## config.mk

```make
export PLATFORM = sky130hd
export DESIGN_NAME = joystick_axis_conditioner_core
export DESIGN_NICKNAME = d
export VERILOG_FILES = /design/src/design/jac_pkg.sv /design/src/design/joystick_axis_conditioner_core.sv
export SDC_FILE = /design/constraint.sdc
export NUM_CORES = 1
export LEC_CHECK = 0
export BUFFER_PORTS_ARGS = -buffer_cell sky130_fd_sc_hd__buf_4
export CAP_MARGIN = 40
export CORE_ASPECT_RATIO = 1.2
export CORE_MARGIN = 4
export CORE_UTILIZATION = 45
export CTS_CLUSTER_DIAMETER = 150
export CTS_CLUSTER_SIZE = 40
export DETAILED_ROUTE_END_ITERATION = 8
export GPL_TIMING_DRIVEN = 0
export SKIP_LAST_GASP = 1
export SLEW_MARGIN = 20
export SYNTH_ARGS = -nofsm -noshare
export SYNTH_HDL_FRONTEND = slang
export SYNTH_SLANG_ARGS = --single-unit
```

## constraint.sdc

```tcl
create_clock -name clock -period 6.8 [get_ports clock]
set_clock_uncertainty 0.1 [all_clocks]
set_input_delay 0.34 -clock clock [delete_from_list [all_inputs] [get_ports clock]]
set_output_delay 0.34 -clock clock [all_outputs]
set_load 0.05 [all_outputs]
```

## src/design/jac_pkg.sv

```systemverilog
package jac_pkg;

   localparam int SampleWidth   = 10;
   localparam int PosWidth      = 11;
   localparam int ValueWidth    = 9;
   localparam int MagWidth      = 8;
   localparam int SumWidth      = 17;
   localparam int CountWidth    = 7;
   localparam int DividendWidth = 18;
   localparam int StepWidth     = 5;
   localparam int IndexWidth    = 3;
   localparam int DataWidth     = 11;

   localparam logic [CountWidth:0]      CalSamples   = 8'd100;
   localparam logic [MagWidth-1:0]      FullScale    = 8'd255;
   localparam logic [SampleWidth-1:0]   CentreReset  = 10'd512;
   localparam logic [PosWidth-1:0]      MaxPosReset  = 11'd1024;
   localparam logic [StepWidth-1:0]     LastStep     = 5'(DividendWidth - 1);

   typedef enum logic [IndexWidth-1:0] {
      REG_MAX_POSITION     = 3'd0,
      REG_INVERT_DIRECTION = 3'd1,
      REG_MIN_CHANGE       = 3'd2,
      REG_DEAD_ZONE        = 3'd3,
      REG_MAX_VALUE        = 3'd4
   } reg_index_type;

   typedef enum logic [1:0] {
      ST_IDLE,
      ST_EVAL,
      ST_DIVIDE,
      ST_DONE
   } state_type;

   function automatic logic [SampleWidth-1:0] abs_diff(
      input logic [SampleWidth-1:0] a,
      input logic [SampleWidth-1:0] b
   );
      return (a > b) ? (a - b) : (b - a);
   endfunction

endpackage

```

## src/design/joystick_axis_conditioner_core.sv

```systemverilog
// a word needing no division goes idle, eval, done; a division-scaled run word
// or the calibration word completing the centre mean also passes the divide
// state, where a restoring divider forms the quotient one bit per cycle
// one word is in flight at a time; the response register frees the input side
// reset (synchronous, active high) restores the default registers, centre 512,
// clears tracking, calibration sum and count, and empties the response register
module joystick_axis_conditioner_core (
   input  logic                           clock,
   input  logic                           reset,
   input  logic                           req_valid,
   output logic                           req_ready,
   input  logic                           req_mode,
   input  logic [jac_pkg::SampleWidth-1:0] req_sample,
   output logic                           rsp_valid,
   input  logic                           rsp_ready,
   output logic signed [jac_pkg::ValueWidth-1:0] rsp_axis_value,
   output logic                           rsp_updated,
   output logic                           rsp_centre_ready,
   input  logic                           csr_we,
   input  logic [jac_pkg::IndexWidth-1:0] csr_index,
   input  logic [jac_pkg::DataWidth-1:0]  csr_wdata
);
   import jac_pkg::*;

   state_type state_ff, state_in;

   logic [PosWidth-1:0]    max_position_ff;
   logic                   invert_direction_ff;
   logic [SampleWidth-1:0] min_change_ff;
   logic [SampleWidth-1:0] dead_zone_ff;
   logic [MagWidth-1:0]    max_value_ff;

   logic [SampleWidth-1:0] last_position_ff, last_position_in;
   logic                   position_valid_ff, position_valid_in;
   logic [ValueWidth-1:0]  held_value_ff, held_value_in;
   logic [SampleWidth-1:0] centre_ff, centre_in;
   logic [SumWidth-1:0]    cal_sum_ff, cal_sum_in;
   logic [CountWidth-1:0]  cal_count_ff, cal_count_in;

   logic                   mode_ff, mode_in;
   logic [SampleWidth-1:0] sample_ff, sample_in;

   logic                   p_updated_ff, p_updated_in;
   logic                   p_ready_ff, p_ready_in;
   logic                   p_scaled_ff, p_scaled_in;
   logic                   p_zero_ff, p_zero_in;
   logic                   p_neg_ff, p_neg_in;

   logic [DividendWidth-1:0] dvd_ff, dvd_in;
   logic [PosWidth-1:0]      divisor_ff, divisor_in;
   logic [PosWidth-1:0]      rem_ff, rem_in;
   logic [StepWidth-1:0]     step_ff, step_in;

   logic                   rsp_valid_ff, rsp_valid_in;
   logic [ValueWidth-1:0]  rsp_value_ff, rsp_value_in;
   logic                   rsp_updated_ff, rsp_updated_in;
   logic                   rsp_ready_flag_ff, rsp_ready_flag_in;

   logic [PosWidth:0]        rem_shift;
   logic [PosWidth:0]        rem_diff;
   logic                     qbit;
   logic [CountWidth:0]      count_next;
   logic [SumWidth-1:0]      sum_next;
   logic [SampleWidth-1:0]   distance;
   logic [PosWidth:0]        span_high;
   logic [DividendWidth-1:0] dist_scaled;
   logic [MagWidth-1:0]      mag;
   logic [MagWidth-1:0]      mag_clamped;
   logic [ValueWidth-1:0]    value_out;
   logic                     out_free;
   logic                     take_run;
   logic                     above;

   always_ff @(posedge clock) begin
      if (reset) begin
         max_position_ff     <= MaxPosReset;
         invert_direction_ff <= 1'b0;
         min_change_ff       <= 10'd10;
         dead_zone_ff        <= 10'd10;
         max_value_ff        <= 8'd255;
      end else if (csr_we) begin
         case (csr_index)
            REG_MAX_POSITION:     max_position_ff     <= csr_wdata;
            REG_INVERT_DIRECTION: invert_direction_ff <= csr_wdata[0];
            REG_MIN_CHANGE:       min_change_ff       <= csr_wdata[SampleWidth-1:0];
            REG_DEAD_ZONE:        dead_zone_ff        <= csr_wdata[SampleWidth-1:0];
            REG_MAX_VALUE:        max_value_ff        <= csr_wdata[MagWidth-1:0];
            default: ;
         endcase
      end
   end

   always_ff @(posedge clock) begin
      if (reset) begin
         state_ff          <= ST_IDLE;
         last_position_ff  <= '0;
         position_valid_ff <= 1'b0;
         held_value_ff     <= '0;
         centre_ff         <= CentreReset;
         cal_sum_ff        <= '0;
         cal_count_ff      <= '0;
         rsp_valid_ff      <= 1'b0;
      end else begin
         state_ff          <= state_in;
         last_position_ff  <= last_position_in;
         position_valid_ff <= position_valid_in;
         held_value_ff     <= held_value_in;
         centre_ff         <= centre_in;
         cal_sum_ff        <= cal_sum_in;
         cal_count_ff      <= cal_count_in;
         rsp_valid_ff      <= rsp_valid_in;
      end
   end

   always_ff @(posedge clock) begin
      mode_ff           <= mode_in;
      sample_ff         <= sample_in;
      p_updated_ff      <= p_updated_in;
      p_ready_ff        <= p_ready_in;
      p_scaled_ff       <= p_scaled_in;
      p_zero_ff         <= p_zero_in;
      p_neg_ff          <= p_neg_in;
      dvd_ff            <= dvd_in;
      divisor_ff        <= divisor_in;
      rem_ff            <= rem_in;
      step_ff           <= step_in;
      rsp_value_ff      <= rsp_value_in;
      rsp_updated_ff    <= rsp_updated_in;
      rsp_ready_flag_ff <= rsp_ready_flag_in;
   end

   // restoring divider step
   assign rem_shift = {rem_ff, dvd_ff[DividendWidth-1]};
   assign rem_diff  = rem_shift - {1'b0, divisor_ff};
   assign qbit      = (rem_shift >= {1'b0, divisor_ff});

   assign count_next  = {1'b0, cal_count_ff} + 1'b1;
   assign sum_next    = cal_sum_ff + {{(SumWidth-SampleWidth){1'b0}}, sample_ff};
   assign take_run    = !position_valid_ff || (abs_diff(sample_ff, last_position_ff) > min_change_ff);
   assign above       = sample_ff > centre_ff;
   assign distance    = abs_diff(sample_ff, centre_ff);
   assign span_high   = {1'b0, max_position_ff} - {2'b00, centre_ff};
   assign dist_scaled = {distance, 8'd0} - {8'd0, distance};

   assign mag         = (|dvd_ff[DividendWidth-1:MagWidth]) ? FullScale : dvd_ff[MagWidth-1:0];
   assign mag_clamped = (mag > max_value_ff) ? max_value_ff : mag;

   always_comb begin
      if (p_zero_ff) begin
         value_out = '0;
      end else if (p_scaled_ff) begin
         value_out = p_neg_ff ? (ValueWidth'(0) - {1'b0, mag_clamped}) : {1'b0, mag_clamped};
      end else begin
         value_out = held_value_ff;
      end
   end

   assign out_free = !rsp_valid_ff || rsp_ready;

   always_comb begin
      state_in          = state_ff;
      last_position_in  = last_position_ff;
      position_valid_in = position_valid_ff;
      held_value_in     = held_value_ff;
      centre_in         = centre_ff;
      cal_sum_in        = cal_sum_ff;
      cal_count_in      = cal_count_ff;
      mode_in           = mode_ff;
      sample_in         = sample_ff;
      p_updated_in      = p_updated_ff;
      p_ready_in        = p_ready_ff;
      p_scaled_in       = p_scaled_ff;
      p_zero_in         = p_zero_ff;
      p_neg_in          = p_neg_ff;
      dvd_in            = dvd_ff;
      divisor_in        = divisor_ff;
      rem_in            = rem_ff;
      step_in           = step_ff;
      rsp_valid_in      = rsp_valid_ff && !rsp_ready;
      rsp_value_in      = rsp_value_ff;
      rsp_updated_in    = rsp_updated_ff;
      rsp_ready_flag_in = rsp_ready_flag_ff;

      case (state_ff)
         ST_IDLE: begin
            if (req_valid) begin
               mode_in   = req_mode;
               sample_in = req_sample;
               state_in  = ST_EVAL;
            end
         end
         ST_EVAL: begin
            p_updated_in = 1'b0;
            p_ready_in   = 1'b0;
            p_scaled_in  = 1'b0;
            p_zero_in    = 1'b0;
            p_neg_in     = 1'b0;
            rem_in       = '0;
            step_in      = LastStep;
            state_in     = ST_DONE;
            if (mode_ff) begin
               if (count_next >= CalSamples) begin
                  cal_sum_in   = '0;
                  cal_count_in = '0;
                  p_ready_in   = 1'b1;
                  dvd_in       = {{(DividendWidth-SumWidth){1'b0}}, sum_next};
                  divisor_in   = PosWidth'(CalSamples);
                  state_in     = ST_DIVIDE;
               end else begin
                  cal_sum_in   = sum_next;
                  cal_count_in = count_next[CountWidth-1:0];
               end
            end else if (take_run) begin
               position_valid_in = 1'b1;
               p_updated_in      = 1'b1;
               if (distance < dead_zone_ff) begin
                  last_position_in = centre_ff;
                  p_zero_in        = 1'b1;
               end else begin
                  last_position_in = sample_ff;
                  if (distance == '0) begin
                     p_zero_in = 1'b1;
                  end else begin
                     p_scaled_in = 1'b1;
                     p_neg_in    = (!above) ^ invert_direction_ff;
                     if (above && (span_high[PosWidth] || span_high == '0)) begin
                        dvd_in = {{(DividendWidth-MagWidth){1'b0}}, FullScale};
                     end else begin
                        dvd_in     = dist_scaled;
                        divisor_in = above ? span_high[PosWidth-1:0] : {1'b0, centre_ff};
                        state_in   = ST_DIVIDE;
                     end
                  end
               end
            end
         end
         ST_DIVIDE: begin
            rem_in  = qbit ? rem_diff[PosWidth-1:0] : rem_shift[PosWidth-1:0];
            dvd_in  = {dvd_ff[DividendWidth-2:0], qbit};
            step_in = step_ff - 1'b1;
            if (step_ff == '0) begin
               state_in = ST_DONE;
            end
         end
         ST_DONE: begin
            if (out_free) begin
               if (p_ready_ff) begin
                  centre_in = dvd_ff[SampleWidth-1:0];
               end
               if (p_updated_ff) begin
                  held_value_in = value_out;
               end
               rsp_valid_in      = 1'b1;
               rsp_value_in      = value_out;
               rsp_updated_in    = p_updated_ff;
               rsp_ready_flag_in = p_ready_ff;
               state_in          = ST_IDLE;
            end
         end
         default: begin
            state_in = ST_IDLE;
         end
      endcase
   end

   assign req_ready        = (state_ff == ST_IDLE);
   assign rsp_valid        = rsp_valid_ff;
   assign rsp_axis_value   = rsp_value_ff;
   assign rsp_updated      = rsp_updated_ff;
   assign rsp_centre_ready = rsp_ready_flag_ff;

endmodule

```

==> flow_summary_export.csv, run 1 <==
group,metric,value,unit
run_status,status,"finished clean",
cells_and_area,insertedDiodeCount,0,
logic_synthesis,synth.area.top_cells,"edfxtp_1 (19%), dfxtp_1 (17%), ha_1 (12%)",
cells_and_area,fin_util,52.3,%
sta,holdWs,0.0607,ns
sta,rsz0062_at_grt,"false",
global_routing,grt_pass1_vias,9732,
sta,setup_viol,0,
sta,slew_headroom,39.8,%
route,antenna_left,0,
clock_tree,h-tree-depth,4,
route,vias,10200,
clock_tree,numCtsBuffers,17,
route,vias_per_cell,5.74,
critical_path,arrival,6.34,ns
critical_path,critPathLaunchType,"flop",
global_routing,grt_pass1_wl,52.5,mm
cells_and_area,fin_nets,1580,
route,drt_iter0_drc,666,
sta,maxSlewViolCount,0,
logic_synthesis,syn_avg_cell_area,8.51,sq um
clock_tree,cts_sinks,169,
route,dr.pass1.iters,7,
logic_synthesis,synth_top_family_by_area,"compound AO/OA/AOI/OAI gates",
route,routed_wl,33.1,mm
logic_synthesis,synth_edf_count,72,
logic_synthesis,synth.distinct_cells,75,
logic_synthesis,synthFlopType,"dfxtp_1",
cells_and_area,drive_gt1_share,8.21,%
route,wire_per_inst,18.6,um
sta,hold_violations,0,
logic_synthesis,synthCells,1357,
logic_synthesis,synthArstFlopShare,0,%
critical_path,reg2regPathDepth,19,
min_path,whs_path_depth,3,
critical_path,required,6.84,ns
floorplan,die_area,28300,sq um
sta,fin_crit,6.30,ns
sta,tns,0,ns
clock_tree,tritoncts,"yes",
floorplan,die_x,154,um
sta,max_freq,0.159,GHz
logic_synthesis,synth_fa_ha_area_share,12.8,%
critical_path,criticalPathCategory,"flop to flop",
power_and_ir_drop,powerDensity,384,nW/um^2
clock_tree,clk_pin_slew,0.07,ns
logic_synthesis,seq_area_frac_synth,35.6,%
clock_tree,post_cts_buffers,0,
min_path,hp-start,"csr_wdata[10]",
logic_synthesis,synth_area,11500,sq um
cells_and_area,seq_area,4100,sq um
global_routing,grt_overflow,0,
min_path,hold_class,"input port to flop",
critical_path,rrSetupSlack,0.50,ns
global_routing,antenna_found_initial,0,
cells_and_area,n_fill_cell,2385,
logic_synthesis,synth_compound_area_share,20.3,%
job,drv_cap,0,
placed_design,hpwlAfterDp,25.7,mm
power_and_ir_drop,ir_worst_vdd,0.000232,V
critical_path,end_kind,"flop",
logic_synthesis,post-synth-top-area-cell,"edfxtp_1",
global_routing,track_usage,23.4,%
placed_design,globalplace.congestion,0.973,
min_path,min_to,"max_position_ff[10]",
clock_tree,root_buffer,"clkbuf_16",
critical_path,r2r_start,"centre_ff[1]",
floorplan,die_h,183,um
floorplan,pin_count,43,
floorplan,rows,63,
sta,min_period_over_period,92.7,%
cells_and_area,multi_input_area,6810,sq um
power_and_ir_drop,cellLeakagePower,0.00524,uW
placed_design,port_buffers,42,
critical_path,path_max_fanout,12,
global_routing,grt_max_degree,18,
logic_synthesis,synth_top_cell_area_share,18.7,%
critical_path,r2r-end,"dvd_ff[14]",
logic_synthesis,synthesis.nets,1501,
clock_tree,clock_path_buffers,2,
route,drc,0,
logic_synthesis,yosys.area_share.xor_xnor,4.24,%
logic_synthesis,ys_seq_elements,169,
logic_synthesis,ys.warnings.count,0,
floorplan,coreArea,25000,sq um
cells_and_area,syn_to_final_growth,13.3,%
critical_path,cp-startpoint,"centre_ff[1]",
logic_synthesis,synthMuxAreaShare,3.05,%
floorplan,initial_core_util,46.2,%
logic_synthesis,synth_simple_gate_area_share,18.4,%
clock_tree,insertion_delay,0.44,ns
sta,tightest_slew,0.904,ns
==> critical path, stage by stage (launching register included) <==
cell	delay [ns]
dfxtp_1	0.59
inv_1	0.24
fa_1	0.51
a21o_1	0.22
a221o_1	0.42
o211a_2	0.31
clkbuf_1	0.28
mux2_2	0.39
a32o_1	0.27
nor3_2	0.41
ha_1	0.26
a21oi_1	0.06
nand2_1	0.09
nor2_1	0.05
a21oi_1	0.15
o31a_1	0.28
buf_2	0.37
nand3_1	0.26
a31oi_2	0.50
buf_6	0.23
==> metal layers <==
layer  GRT usage [%]  part of all wire (%)  vias up
met2            39.6                    48      275
met1            30.4                    44     4844
met3            3.79                   4.9       52
li1                -                     -     5012
met5               0                     0        -
met4            7.92                   2.9        0
==> synth_stat cells (all sizes together) (5+ instances only) <==
cell type / instances
and3: 13
mux2: 6
fa: 7
nor2: 99
or3: 8
xnor2: 37
o21ai: 56
or4: 5
o221ai: 7
nor3: 34
ha: 107
nor2b: 15
nand3: 54
a221oi: 7
nand2b: 14
a211o: 6
o31ai: 5
a21o: 34
mux2i: 28
o21a: 8
dfxtp: 97
nand2: 164
a22o: 5
edfxtp: 72
a21boi: 8
o211ai: 26
xor2: 18
a211oi: 24
a21oi: 116
nand3b: 6
buf: 8
a31oi: 8
nor4: 8
clkbuf: 47
nand4: 11
or2: 14
o2111ai: 6
inv: 114
==> state kept, by name (all words and copies together) (netlist names), 7 cells and up <==
signal,cells
cal_sum_ff,17
max_value_ff,8
divisor_ff,11
rsp_axis_value,9
sample_ff,10
centre_ff,10
held_value_ff,9
max_position_ff,11
dvd_ff,18
cal_count_ff,7
rem_ff,11
dead_zone_ff,10
min_change_ff,10
last_position_ff,10
==> power breakdown <==
group | switching, uW | internal (uW) | leakage [uW]
Clock | 436 | 616 | 0.000294
Sequential | 170 | 1340 | 0.00146
Combinational | 1510 | 950 | 0.00349
Total | 2120 | 2910 | 0.00524
==> stage by stage <==
step	worst slack, ns	total power [uW]	std cells	cell area, sq um
2_1_floorplan	0.770	3270	1357	11500
3_3_place_gp	-1.10	3900	1724	12300
3_5_place_dp	-0.00340	3960	1730	12300
4_1_cts	0.292	5020	1773	13100
5_1_grt	0.0792	5370	1774	13100
6_report	0.499	5030	1774	13100
==> layout by cell type, fill, tap and decap left out, types with 15 or more instances in the layout <==
cell         n
nor2b_1     15
xnor2_1     37
nand3_1     53
buf_4       43
inv_1      110
clkbuf_1    47
a21o_1      34
clkbuf_16   17
nor3_1      33
xor2_1      17
a21oi_1    116
dfxtp_1     97
nor2_1      98
a211oi_1    24
nand2_1    164
ha_1       107
o21ai_0     54
mux2i_1     27
o211ai_1    25
edfxtp_1    72
==> layout make-up <==
type | instances | area share [%]
multi-input cells | 1017 | 52.0
flip-flops and latches | 169 | 31.4
repair buffers | 60 | 3.76
inverters | 116 | 3.33
clock buffers | 17 | 3.25
well taps | 325 | 3.11
plain buffers | 55 | 1.62
clock inverters | 15 | 1.52
==> worst max-delay path by stage <==
| stage | to | cells after the start |
|---|---|---|
| 4_1_cts | dvd_ff[14] | 19 |
| 5_1_grt | dvd_ff[12] | 23 |
| 3_5_place_dp | dvd_ff[12] | 19 |
| 2_1_floorplan | dvd_ff[0] | 20 |
| 6_report | dvd_ff[14] | 19 |
| 3_3_place_gp | dvd_ff[11] | 18 |
==> kinds of logic after synthesis <==
family	Yosys count
AO/OA/AOI/OAI	358
adder cells (fa/ha/maj)	114
flip-flops	169
AND/OR/NAND/NOR	456
XOR/XNOR	55
multiplexers	34
buffers and inverters	171
==> repair_timing <==
item,in CTS,in global routing
hold buffers,11,0
gates cloned,0,0
gates resized for setup,1,1
pin swaps,0,0
setup endpoints to repair,12,12
hold endpoints to repair,11,0
Power figures use the tool's default switching activity.
==> run 2: changes to the inputs <==
--- a/config.mk
+++ b/config.mk
@@ -15,4 +15,5 @@
 export DETAILED_ROUTE_END_ITERATION = 8
 export GPL_TIMING_DRIVEN = 0
+export RECOVER_POWER = 25
 export SKIP_LAST_GASP = 1
 export SLEW_MARGIN = 20
--- a/constraint.sdc
+++ b/constraint.sdc
@@ -3,3 +3,3 @@
 set_input_delay 0.34 -clock clock [delete_from_list [all_inputs] [get_ports clock]]
 set_output_delay 0.34 -clock clock [all_outputs]
-set_load 0.05 [all_outputs]
+set_load 0.02 [all_outputs]
==> run 2 against run 1 <==
  * Clock-buffer cell count is the same
  * Global-route usage is the same
  * Die area is the same
  * First-iteration DRC count grew 9.9%
==> flow_summary_export.csv, run 2 (synthesis gave the netlist of run 1 again) <==
group,metric,value,unit
run_status,status,"finished clean",
sta,fin_crit,6.33,ns
cells_and_area,fin_util,52.1,%
cells_and_area,syn_to_final_growth,12.8,%
sta,tightest_slew,0.921,ns
cells_and_area,largest_reg_flops,18,
power_and_ir_drop,ir_worst_vdd,0.000234,V
floorplan,die_area,28300,sq um
sta,holdWs,0.0606,ns
critical_path,reg2regPathDepth,19,
route,vias,10200,
min_path,hold_class,"input port to flop",
critical_path,criticalPathCategory,"flop to flop",
critical_path,r2r_start,"centre_ff[1]",
route,wire_per_inst,18.6,um
cells_and_area,regMostFlops,"dvd_ff",
critical_path,critPathLaunchType,"flop",
clock_tree,clk_pin_slew,0.07,ns
critical_path,endpoint,"dvd_ff[14]",
route,dr.pass1.iters,5,
global_routing,grt_max_degree,18,
placed_design,pre_cts_ws,-0.00340,ns
route,antenna_left,0,
placed_design,globalplace.congestion,0.973,
sta,slew_headroom,38.6,%
cells_and_area,layout_common_cells,"nand2_1 (164), a21oi_1 (116), inv_1 (110)",
sta,maxSlewViolCount,0,
critical_path,r2r-end,"dvd_ff[14]",
power_and_ir_drop,powerDensity,384,nW/um^2
global_routing,grt_pass1_vias,9732,
sta,max_freq,0.158,GHz
global_routing,grt_pass1_wl,52.5,mm
cells_and_area,layout_commonest_cell,"nand2_1",
placed_design,placed_cell_area,12300,sq um
cells_and_area,reg_top3,"dvd_ff x18, cal_sum_ff x17",
global_routing,grt_overflow,0,
cells_and_area,fin_nets,1580,
route,drc,0,
clock_tree,insertion_delay,0.44,ns
clock_tree,cts_sinks,169,
floorplan,rows,63,
cells_and_area,finalInstanceArea,13000,sq um
clock_tree,h-tree-depth,4,
floorplan,initial_core_util,46.2,%
cells_and_area,insertedDiodeCount,0,
floorplan,die_x,154,um
clock_tree,numCtsBuffers,17,
sta,setup_viol,0,
clock_tree,root_buffer,"clkbuf_16",
sta,hold_violations,0,
route,routed_wl,33.0,mm
power_and_ir_drop,cellLeakagePower,0.00518,uW
critical_path,cp-startpoint,"centre_ff[1]",
global_routing,track_usage,23.4,%
critical_path,arrival,6.37,ns
global_routing,antenna_found_initial,0,
critical_path,path_max_fanout,12,
placed_design,hpwlAfterDp,25.7,mm
clock_tree,tritoncts,"yes",
sta,tns,0,ns
route,vias_per_cell,5.74,
critical_path,end_kind,"flop",
critical_path,rrSetupSlack,0.47,ns
floorplan,coreArea,25000,sq um
placed_design,port_buffers,42,
floorplan,die_h,183,um
cells_and_area,drive_gt1_share,7.11,%
floorplan,pin_count,43,
clock_tree,clock_path_buffers,2,
sta,min_period_over_period,93.1,%
job,drv_cap,0,
sta,rsz0062_at_grt,"false",
critical_path,required,6.85,ns
sta,worst_slack,0.470,ns
route,drt_iter0_drc,732,
run 2: worst max-delay path, cell delays in order (launching register included):
cell,delay (ns)
dfxtp_1,0.60
inv_1,0.24
fa_1,0.51
a21o_1,0.22
a221o_1,0.42
o211a_2,0.31
clkbuf_1,0.28
mux2_2,0.39
a32o_1,0.27
nor3_2,0.43
ha_1,0.27
a21oi_1,0.06
nand2_1,0.09
nor2_1,0.04
a21oi_1,0.14
o31a_1,0.27
buf_2,0.37
nand3_1,0.26
a31oi_2,0.50
buf_6,0.23
run 2: metal layers:
layer / global-route usage, % / vias to the layer above / wire length [um]
met1: 30.4 / 4821 / 14400
met3: 3.79 / 60 / 1690
met2: 39.6 / 285 / 15900
li1: - / 5017 / -
met4: 7.92 / 0 / 970
met5: 0 / - / 0
run 2: worst min path at each step:
stage	cells past startpoint	slack, ns	start	end
final	3	0.06	csr_wdata[10]	max_position_ff[10]
after global routing	3	0.06	csr_wdata[8]	max_position_ff[8]
after CTS	3	0.06	csr_wdata[10]	max_position_ff[10]
after detailed placement	2	0.35	dead_zone_ff[9]	dead_zone_ff[9]
after global placement	2	0.34	held_value_ff[1]	held_value_ff[1]
after floorplan	2	0.33	held_value_ff[1]	held_value_ff[1]
run 2: final cells by class:
| class | count | area (sq um) |
|---|---|---|
| sequential | 169 | 4100 |
| multi-input combinational | 1017 | 6810 |
| clock inverter | 15 | 199 |
| buffer | 55 | 211 |
| timing repair buffer | 60 | 428 |
| fill | 2396 | 12000 |
| tap | 325 | 407 |
| inverter | 116 | 435 |
| clock buffer | 17 | 425 |
run 2: through the flow:
stage	power, uW	cells
after floorplan	3250	1357
after global placement	3880	1724
after detailed placement	3940	1730
after CTS	5000	1773
after global routing	5350	1774
final	5000	1774
run 2: repair_timing:
item,4_1_cts,5_1_grt
buffers inserted,0,0
gates cloned,0,0
endpoints found under the hold margin,11,0
resized for setup,1,1
setup endpoints to repair,12,12
hold buffers,11,0
run 2: power breakdown:
part	switching [uW]	leakage, uW	internal [uW]	total, uW
registers	171	0.00146	1340	1510
clock network	440	0.000294	616	1060
logic	1490	0.00343	945	2440
total	2100	0.00518	2900	5000
